`config.mk`:
```
export PLATFORM = sky130hd
export DESIGN_NAME = tpml_eval
export DESIGN_NICKNAME = d
export VERILOG_FILES = /design/src/rtl/template_pixel_match_and_learn_top_macros.svh /design/src/rtl/tpml_pkg.sv /design/src/rtl/tpml_eval.sv
export SDC_FILE = /design/constraint.sdc
export NUM_CORES = 1
export LEC_CHECK = 0
export ABC_AREA = 0
export BUFFER_PORTS_ARGS = -buffer_cell sky130_fd_sc_hd__clkbuf_2
export CORE_MARGIN = 4
export CORE_UTILIZATION = 30
export DETAILED_ROUTE_END_ITERATION = 8
export PLACE_DENSITY = 0.59
export SLEW_MARGIN = 20
export SYNTH_ARGS = -nofsm -noshare
export SYNTH_HDL_FRONTEND = slang
export SYNTH_SLANG_ARGS = --single-unit
```
`constraint.sdc`:
```
create_clock -name vclk -period 3.3
set_input_delay 0.33 -clock vclk [all_inputs]
set_output_delay 0.33 -clock vclk [all_outputs]
set_load 0.1 [all_outputs]
```
`src/rtl/template_pixel_match_and_learn_top_macros.svh`:
```
// Assertion macros used by the top-level RTL file.
`ifndef TEMPLATE_PIXEL_MATCH_AND_LEARN_TOP_MACROS_SVH
`define TEMPLATE_PIXEL_MATCH_AND_LEARN_TOP_MACROS_SVH

`ifndef SYNTHESIS
`define TPML_AST_IMPL(lbl, ante, cons, msg) \
    lbl: assert property (@(posedge i_clk) disable iff (!i_rst_n) (ante) |-> (cons)) \
        else $error(msg);
`define TPML_AST_NEXT(lbl, ante, cons, msg) \
    lbl: assert property (@(posedge i_clk) disable iff (!i_rst_n) (ante) |=> (cons)) \
        else $error(msg);
`else
`define TPML_AST_IMPL(lbl, ante, cons, msg)
`define TPML_AST_NEXT(lbl, ante, cons, msg)
`endif

`endif

```
`src/rtl/tpml_pkg.sv`:
```
`default_nettype none

package tpml_pkg;

    localparam int MAX_PIXELS = 4096;
    localparam int ADDR_W     = $clog2(MAX_PIXELS);
    localparam int POS_W      = ADDR_W + 1;
    localparam int PIX_W      = 8;
    localparam int LVL_W      = PIX_W + 1;
    localparam int CNT_W      = 13;
    localparam int CFG_IDX_W  = 2;
    localparam int CFG_DATA_W = 13;

    localparam logic [POS_W-1:0] POS_MAX   = POS_W'(MAX_PIXELS);
    localparam logic [CNT_W-1:0] COUNT_MAX = '1;

    localparam logic [1:0] CMD_LOAD  = 2'd0;
    localparam logic [1:0] CMD_MATCH = 2'd1;
    localparam logic [1:0] CMD_LEARN = 2'd2;

    localparam logic [CFG_IDX_W-1:0] REG_PIXEL_COUNT = 2'd0;
    localparam logic [CFG_IDX_W-1:0] REG_MATCH_TOL   = 2'd1;
    localparam logic [CFG_IDX_W-1:0] REG_IGNORE_LVL  = 2'd2;

    localparam logic [CNT_W-1:0] RST_PIXEL_COUNT = 13'd1024;
    localparam logic [LVL_W-1:0] RST_MATCH_TOL   = 9'd120;
    localparam logic [LVL_W-1:0] RST_IGNORE_LVL  = 9'd250;

    typedef struct packed {
        logic             wr_en;
        logic [PIX_W-1:0] wr_data;
        logic             hit;
    } t_eval;

endpackage

`default_nettype wire

```
`src/rtl/tpml_eval.sv`:
```
`default_nettype none

module tpml_eval (
    input  wire logic [1:0]                 i_cmd,
    input  wire logic [tpml_pkg::PIX_W-1:0] i_pixel,
    input  wire logic [tpml_pkg::PIX_W-1:0] i_tmpl,
    input  wire logic [tpml_pkg::LVL_W-1:0] i_tol,
    input  wire logic [tpml_pkg::LVL_W-1:0] i_ign,
    input  wire logic                       i_in_range,
    output tpml_pkg::t_eval                 o_eval
);

    logic [tpml_pkg::PIX_W-1:0] diff;
    logic [tpml_pkg::PIX_W:0]   sum_a;
    logic [tpml_pkg::PIX_W:0]   sum_b;
    logic                       below_ign;

    assign diff      = (i_pixel > i_tmpl) ? (i_pixel - i_tmpl) : (i_tmpl - i_pixel);
    assign below_ign = {1'b0, i_pixel} < i_ign;
    assign sum_a     = {1'b0, i_tmpl} + {1'b0, i_pixel};
    assign sum_b     = {1'b0, i_tmpl} + {1'b0, sum_a[tpml_pkg::PIX_W:1]};

    always_comb begin
        o_eval = '0;
        case (i_cmd)
            tpml_pkg::CMD_LOAD: begin
                o_eval.wr_en   = i_in_range;
                o_eval.wr_data = i_pixel;
            end
            tpml_pkg::CMD_MATCH: begin
                o_eval.hit = i_in_range && below_ign && ({1'b0, diff} < i_tol);
            end
            tpml_pkg::CMD_LEARN: begin
                o_eval.wr_en   = i_in_range && below_ign;
                o_eval.wr_data = sum_b[tpml_pkg::PIX_W:1];
            end
            default: begin
                o_eval = '0;
            end
        endcase
    end

endmodule

`default_nettype wire

```
After elaboration in Yosys (flattened, before gate mapping)
Index checks and enable logic that the tools add are counted.
{"block": "classes", "reduce_logical": 3, "mux": 3, "n_lt_le_gt_ge": 3, "n_eq_ne": 2, "add_sub_neg": 4}
{"cell": "adder 8 x 8 -> 9 bit", "count": 2}
{"cell": "< comparator 8 x 9 -> 1 bit", "count": 2}
{"cell": "case mux 9 bit (2 select lines)", "count": 1}
{"cell": "subtractor 8 bit", "count": 2}
{"cell": "greater-than comparator 8 bit", "count": 1}
{"cell": "2-to-1 mux 8 bit", "count": 1}
{"cell": "equality test 2 x 1 -> 1 bit (second input constant)", "count": 1}
{"cell": "equality test 2 bit (second input constant)", "count": 1}
{"cell": "logical AND 1 bit", "count": 2}
{"cell": "logical NOT 2 bit", "count": 1}
{"cell": "2-to-1 mux 1 bit", "count": 1}
{"block": "totals", "output_inout_bits": 10, "in_bits": 37, "regBits": 0, "elab_cells": 15}

Logic depth before layout (Yosys ltp)
Gate-level depths: netlist of the first run.
{"block": "depth", "depth_word": 5, "mapped_depth": 14, "mapped_depth_nobuf": 14}

Worst setup path before layout of the first run
Ideal clock, no wire load.
{"block": "synth_path", "kind": "input -> output", "start": "input i_pixel[0] (netlist name)", "end": "output o_eval[6] (netlist name)", "path_buffers": 0, "cell_stages": 11, "setup_slack_ps": -2742, "t_arrival_ps": 5712, "t_required_ps": 2970, "cell_sequence": "ha_1 > fa_1 > nand2b_1 > a21oi_1 > o21ba_2 > or4_1 > nand3_1 > ha_1 > o211ai_1 > and2_1 > o311ai_0"}
{"element": "from (decl)", "line_no": "tpml_eval.sv:5", "source": "input wire logic [tpml_pkg::PIX_W-1:0] i_pixel,"}
{"element": "to (decl)", "line_no": "tpml_eval.sv:10", "source": "output tpml_pkg::t_eval o_eval"}

==> results of run 1 <==
cell usage in the layout, fill, tap and decap left out, types with 3 or more instances in the layout:
cell	instances
sky130_fd_sc_hd__a21o_1	13
sky130_fd_sc_hd__a21oi_1	11
sky130_fd_sc_hd__a21oi_2	5
sky130_fd_sc_hd__a221oi_1	3
sky130_fd_sc_hd__buf_12	7
sky130_fd_sc_hd__buf_4	57
sky130_fd_sc_hd__buf_6	7
sky130_fd_sc_hd__clkbuf_2	35
sky130_fd_sc_hd__fa_2	3
sky130_fd_sc_hd__ha_1	38
sky130_fd_sc_hd__ha_4	6
sky130_fd_sc_hd__inv_1	32
sky130_fd_sc_hd__inv_2	3
sky130_fd_sc_hd__mux2i_1	8
sky130_fd_sc_hd__nand2_1	9
sky130_fd_sc_hd__nand2b_1	7
sky130_fd_sc_hd__nand3_1	3
sky130_fd_sc_hd__nand4_1	7
sky130_fd_sc_hd__nor2_1	12
sky130_fd_sc_hd__nor2b_1	4
sky130_fd_sc_hd__o21a_1	3
sky130_fd_sc_hd__xnor2_1	5
sky130_fd_sc_hd__xor2_1	6
final cells by class:
class / count / area share [%]
Inverter: 36 / 4.59
Tap cell: 75 / 3.13
Timing Repair Buffer: 108 / 28.1
Multi-Input combinational cell: 194 / 64.2
per-layer routing:
layer | track usage (%) | wire length (microns)
met5 | 0 | 0
met4 | 0 | 0
met3 | 0.672 | 206
met2 | 27.4 | 2660
met1 | 18.3 | 2410
what timing repair did:
action / in CTS / in global routing
setup endpoints to repair: 6 / 6
endpoints found under the hold margin: 0 / 0
hold buffers: 0 / 0
cloned: 0 / 0
gates resized for setup: 22 / 35
pin swaps: 20 / 29
setup buffers: 3 / 5
cell families after synthesis:
family,Yosys count
buf+inv,44
xor+xnor,13
compound gates,63
simple gates,59
fa+ha+maj,48
mux,11
worst min-delay path by stage:
stage                            to  slack, ns  depth (start not counted)
after global routing      o_eval[0]       1.11                          4
after floorplan           o_eval[0]       0.89                          2
final                     o_eval[0]       1.08                          4
after CTS                 o_eval[0]       1.08                          4
after global placement    o_eval[0]       1.08                          4
after detailed placement  o_eval[0]       1.09                          4
per-stage QoR:
stage	TNS, ns	util, %	area, sq um	hold slack (ns)	power [mW]
global placement	-1.05	45.4	2690	1.08	0.723
floorplan	-1.32	-	1900	0.887	0.482
detailed placement	-1.17	45.4	2690	1.09	0.733
global route	-1.20	50.7	3000	1.11	0.916
finish	-0.774	50.7	3000	1.08	0.845
CTS	-0.792	47.5	2820	1.08	0.791
power by group:
group | switching [mW] | internal [mW] | total (mW)
Combinational | 0.448 | 0.397 | 0.845
Sequential | 0 | 0 | 0
Clock | 0 | 0 | 0
Total | 0.448 | 0.397 | 0.845
==> out/summary.json, run 1 <==
{
  "status": {
    "outcome": "complete, but fails checks",
    "violations": "setup timing"
  },
  "yosys": {
    "post-synth-top-count-cell": "sky130_fd_sc_hd__ha_1",
    "synth_top_cells_by_area": "sky130_fd_sc_hd__ha_1, sky130_fd_sc_hd__inv_1, sky130_fd_sc_hd__mux2i_1",
    "ys.warnings.count": 0,
    "netlist_top_cells_count": "sky130_fd_sc_hd__ha_1, sky130_fd_sc_hd__inv_1, sky130_fd_sc_hd__a21oi_1",
    "synth_sequential_area_ratio_pct": 0,
    "netlist.top_cell.by_area": "sky130_fd_sc_hd__ha_1",
    "synth_cell_type_count": 48,
    "number_of_nets_produced_by_synthesis": 323,
    "portion_of_synthesized_cell_area_occupied_by_the_leading_cell_type_pct": 30.1,
    "yosys.area_share.adder_pct": 34.5,
    "synth_top_family_by_area": "adder cells",
    "synth.mux.area_fraction_pct": 6.09,
    "synth_cells": 238,
    "postSynthAreaPerCell_sq_um": 7.68,
    "synth.cell_area_sq_um": 1830,
    "synth_compound_area_share_pct": 25.9,
    "synth_simple_gate_area_share_pct": 17.2,
    "yosys.area_share.xor_xnor_pct": 6.23
  },
  "power_and_ir_drop": {
    "irDropWorstVdd_mv": 0.213,
    "cellLeakagePower_nw": 1.55,
    "power_density_nw_per_um2": 282
  },
  "critical_path": {
    "crit_top_cell": "sky130_fd_sc_hd__a21o_1",
    "crit_path_end_kind": "primary output",
    "startpoint_class_of_the_critical_path": "primary input",
    "startpoint": "i_pixel[0]",
    "crit_arrival_ns": 3.36,
    "critPathRequiredTime_ns": 2.97,
    "crit_cells": 16,
    "critical_path.max_stage_delay_ns": 0.34,
    "critical_path.cell_chain": "buf_8 > inv_4 > ha_4 > inv_2 > fa_2 > a21o_1 > a221oi_4 > o22ai_4 > mux2i_2 > xor2_1 > ha_1 > a21o_1 > a221oi_2 > a21oi_2 > nor4_4 > buf_12",
    "standard_cell_with_the_maximum_stage_delay_on_the_critical_path": "sky130_fd_sc_hd__a221oi_4",
    "cp.buffers_inverters": 4,
    "setup.worst_path.class": "primary input to primary output",
    "worstSetupEndpoint": "o_eval[0]",
    "cell_class_contributing_the_biggest_share_of_worst_path_delay": "compound AO/OA/AOI/OAI gates",
    "worst_path_maximum_fanout": 6
  },
  "grt": {
    "antenna_found_initial": 0,
    "grt_first_pass_wirelength_microns": 8960,
    "pin_count_of_the_biggest_net_entering_global_routing": 14,
    "grt.overflow.total": 0,
    "grt.total_usage_pct": 14.2,
    "vias_in_the_first_global_route": 2072
  },
  "placement": {
    "placement.setup.worst_slack_ns": -0.567,
    "dp_cells": 405,
    "port_buffers": 47,
    "finalWeightedCongestion": 0.827,
    "dp.final_hpwl_microns": 4510
  },
  "route": {
    "drc": 0,
    "drt_wl_total_microns": 5280,
    "starting_drc_count_in_detailed_routing": 81,
    "number_of_vias_after_detailed_routing": 2022,
    "detailedRoute.firstPassIterationCount": 4,
    "drt.antenna.violating_nets": 0,
    "post_drt_via_cell_ratio": 4.90,
    "drt-wirelength-per-cell_microns": 12.8
  },
  "timing": {
    "finalWorstSetupSlack_ns": -0.393,
    "layout_worst_path_cycle_share_pct": 112,
    "period_needed_ns": 3.69,
    "final_setup_violation_count": 3,
    "report.final.slew_viol_count": 0,
    "tightest_slew_ns": 0.543,
    "rsz0062_at_grt": "yes",
    "hold_viol_final": 0,
    "timing.fmax_ghz": 0.271,
    "worst_slew_margin_rel_pct": 64.0
  },
  "layout": {
    "layout.sequential_cells": 0,
    "final.clkbuf_count": 0,
    "multi_input_comb_area_sq_um": 1930,
    "synthToLayoutAreaGrowth_pct": 64.1,
    "post_route_cells_drive_above_1_share_pct": 46.2,
    "final-instance-count-excl-fill": 413,
    "nets": 425,
    "ff_latch_area_sq_um": 0,
    "filler_cell_count_in_the_final_layout": 564,
    "antenna-diode-count": 0
  },
  "job": {
    "max_cap_violation_count": 0
  },
  "floorplan": {
    "number_of_primary_i_o_pins": 47,
    "std_cell_rows": 28,
    "design.die.area_sq_um": 7410,
    "design.core.area_sq_um": 5920,
    "overall_die_width_microns": 86.1,
    "floorplan.die.height_microns": 86.1,
    "start_util_pct": 30.9
  },
  "hold_path": {
    "hold_path_class": "primary input to primary output",
    "hold_path_startpoint": "i_in_range"
  }
}
Note: power is estimated with default switching activity, not from simulation.
==> run 2: changes to the inputs <==
Settings changed: CORE_UTILIZATION 30 to 62, PLACE_DENSITY 0.59 to 0.95.
Clock period 3.3 ns to 4.8 ns, I/O delays scaled along.
==> out/summary.json, run 2 (synthesized netlist as in run 1, its figures left out) <==
{
  "critical_path": {
    "worst_path_maximum_fanout": {"value": 6, "change": "unchanged"},
    "startpoint": "i_pixel[0]",
    "crit_path_end_kind": "primary output",
    "startpoint_class_of_the_critical_path": "primary input",
    "critPathRequiredTime": {"value": 4.32, "unit": "ns", "change": "+1.35 ns"},
    "crit_arrival": {"value": 3.97, "unit": "ns", "change": "+0.61 ns"},
    "setup.worst_path.class": "primary input to primary output"
  },
  "layout": {
    "layout.sequential_cells": {"value": 0, "change": "unchanged"},
    "layout_common_cells": "sky130_fd_sc_hd__clkbuf_2, sky130_fd_sc_hd__ha_1, sky130_fd_sc_hd__inv_1, sky130_fd_sc_hd__a21oi_1, sky130_fd_sc_hd__nor2_1",
    "finalCoreUtilization": {"value": 74.9, "unit": "%", "change": "+24 points"},
    "ff_latch_area": {"value": 0, "unit": "sq um", "change": "unchanged"},
    "antenna-diode-count": {"value": 0, "change": "unchanged"},
    "filler_cell_count_in_the_final_layout": {"value": 211, "change": "-63%"},
    "synthToLayoutAreaGrowth_pct": 13.9,
    "final-instance-count-excl-fill": {"value": 309, "change": "-25%"},
    "mostFrequentLayoutCell": "sky130_fd_sc_hd__clkbuf_2",
    "post_route_cells_drive_above_1_share": {"value": 19.4, "unit": "%", "change": "-27 points"},
    "final.clkbuf_count": {"value": 0, "change": "unchanged"},
    "nets": {"value": 365, "change": "-14%"}
  },
  "timing": {
    "final_setup_violation_count": {"value": 0, "change": "-3"},
    "report.final.slew_viol_count": {"value": 0, "change": "unchanged"},
    "holdWs": {"value": 1.53, "unit": "ns", "change": "+0.444 ns"},
    "tightest_slew": {"value": 0.544, "unit": "ns", "change": "+0.00121 ns"},
    "timing.fmax_ghz": 0.225,
    "period_needed_ns": 4.45,
    "layout_worst_path_cycle_share_pct": 92.8,
    "worst_slew_margin_rel": {"value": 63.5, "unit": "%", "change": "-0.48 points"},
    "hold_viol_final": {"value": 0, "change": "unchanged"},
    "rsz0062_at_grt": "no",
    "finalWorstSetupSlack": {"value": 0.346, "unit": "ns", "change": "+0.739 ns"},
    "totalNegativeSetupSlack": {"value": 0, "unit": "ns", "change": "+0.774 ns"}
  },
  "job": {
    "max_cap_violation_count": {"value": 0, "change": "unchanged"}
  },
  "floorplan": {
    "number_of_primary_i_o_pins": {"value": 47, "change": "unchanged"},
    "std_cell_rows": {"value": 19, "change": "-32%"},
    "floorplan.die.height": {"value": 62.3, "unit": "microns", "change": "-28%"},
    "design.die.area": {"value": 3880, "unit": "sq um", "change": "-48%"},
    "overall_die_width": {"value": 62.3, "unit": "microns", "change": "-28%"},
    "design.core.area": {"value": 2780, "unit": "sq um", "change": "-53%"},
    "start_util": {"value": 65.7, "unit": "%", "change": "+35 points"}
  },
  "power_and_ir_drop": {
    "cellLeakagePower": {"value": 1.17, "unit": "nW", "change": "-24%"},
    "net-switching-power": {"value": 0.255, "unit": "mW", "change": "-43%"},
    "share_seq_of_total_power": {"value": 0, "unit": "%", "change": "unchanged"},
    "power_density": {"value": 191, "unit": "nW/um^2", "change": "-32%"},
    "comb_power_share": {"value": 100.0, "unit": "%", "change": "about the same"},
    "switching_share": {"value": 63.9, "unit": "%", "change": "+11 points"},
    "irDropWorstVdd": {"value": 0.158, "unit": "mV", "change": "-26%"},
    "p_clk_share": {"value": 0, "unit": "%", "change": "unchanged"},
    "p_int": {"value": 0.144, "unit": "mW", "change": "-64%"}
  },
  "placement": {
    "dp_cells": {"value": 309, "change": "-24%"},
    "placement.setup.worst_slack": {"value": 0.339, "unit": "ns", "change": "+0.906 ns"},
    "finalWeightedCongestion": {"value": 0.836, "change": "+1.2%"},
    "port_buffers": {"value": 47, "change": "unchanged"},
    "dp.final_hpwl": {"value": 3690, "unit": "microns", "change": "-18%"}
  },
  "grt": {
    "grt.total_usage": {"value": 21.6, "unit": "%", "change": "+7.4 points"},
    "grt.overflow.total": {"value": 0, "change": "unchanged"},
    "vias_in_the_first_global_route": {"value": 1857, "change": "-10%"},
    "antenna_found_initial": {"value": 0, "change": "unchanged"},
    "pin_count_of_the_biggest_net_entering_global_routing": {"value": 14, "change": "unchanged"},
    "grt_first_pass_wirelength": {"value": 7490, "unit": "microns", "change": "-16%"}
  },
  "cts": {
    "cts_resized": {"value": 0, "change": "-100%"},
    "hold_buffers": {"value": 0, "change": "unchanged"},
    "cts_setup_buffers": {"value": 0, "change": "-3"}
  },
  "hold_path": {
    "hold_path_startpoint": "i_in_range",
    "hold_path_class": "primary input to primary output"
  },
  "route": {
    "starting_drc_count_in_detailed_routing": {"value": 41, "change": "-49%"},
    "number_of_vias_after_detailed_routing": {"value": 1838, "change": "-9.1%"},
    "drt-wirelength-per-cell": {"value": 13.7, "unit": "microns", "change": "+7.2%"},
    "drt_wl_total": {"value": 4230, "unit": "microns", "change": "-20%"},
    "detailedRoute.firstPassIterationCount": {"value": 4, "change": "unchanged"},
    "drt.antenna.violating_nets": {"value": 0, "change": "unchanged"},
    "drc": {"value": 0, "change": "unchanged"},
    "post_drt_via_cell_ratio": {"value": 5.95, "change": "+21%"}
  },
  "status": {
    "outcome": "completed"
  }
}
-- run 2: cell count changes in the layout (fill, tap and decap cells not counted), sizes merged --
cell / change
buf: -72
clkbuf: +12
-- run 2: per-stage QoR --
step                      area [sq um]  total power [mW]
final                             2080             0.398
after global routing              2080             0.438
after CTS                         2080             0.398
after detailed placement          2080             0.396
after global placement            2080             0.385
after floorplan                   1850             0.317
-- run 2: area by class of cell --
cell class | instances | area [sq um] | area share [%]
inverter | 36 | 135 | 6.49
multi-input combinational | 194 | 1670 | 80.0
timing repair buffer | 48 | 243 | 11.7
tap | 31 | 38.8 | 1.86
-- run 2: worst paths after layout --
check                   end  slack [ns]  cells after the start
setup / recovery  o_eval[0]        0.35                     16
hold / removal    o_eval[9]        1.53                      4
-- run 2: layer usage --
| metal | GRT usage (%) | routed length (microns) |
|---|---|---|
| met2 | 41.8 | 2120 |
| met1 | 25.4 | 1820 |
| met5 | 0 | 0 |
| met4 | 5.31 | 65 |
| met3 | 1.26 | 230 |
-- run 2: power groups by stage --
stage	clock, mW	combinational (mW)	sequential, mW
6_report	0	0.398	0
5_1_grt	0	0.438	0
4_1_cts	0	0.398	0
3_5_place_dp	0	0.396	0
3_3_place_gp	0	0.385	0
2_1_floorplan	0	0.317	0
-- run 2: worst max-delay path, stage by stage --
cell and delay, ns:
sky130_fd_sc_hd__clkbuf_2 0.13, sky130_fd_sc_hd__inv_1 0.08, sky130_fd_sc_hd__ha_1 0.17, sky130_fd_sc_hd__inv_1 0.06, sky130_fd_sc_hd__fa_1 0.38, sky130_fd_sc_hd__a21o_1 0.21
sky130_fd_sc_hd__a221oi_4 0.38, sky130_fd_sc_hd__o22ai_4 0.18, sky130_fd_sc_hd__mux2i_1 0.21, sky130_fd_sc_hd__xor2_1 0.18, sky130_fd_sc_hd__ha_1 0.27, sky130_fd_sc_hd__a21o_1 0.18
sky130_fd_sc_hd__a221oi_1 0.25, sky130_fd_sc_hd__a21oi_1 0.17, sky130_fd_sc_hd__nor4_4 0.14, sky130_fd_sc_hd__clkbuf_2 0.49
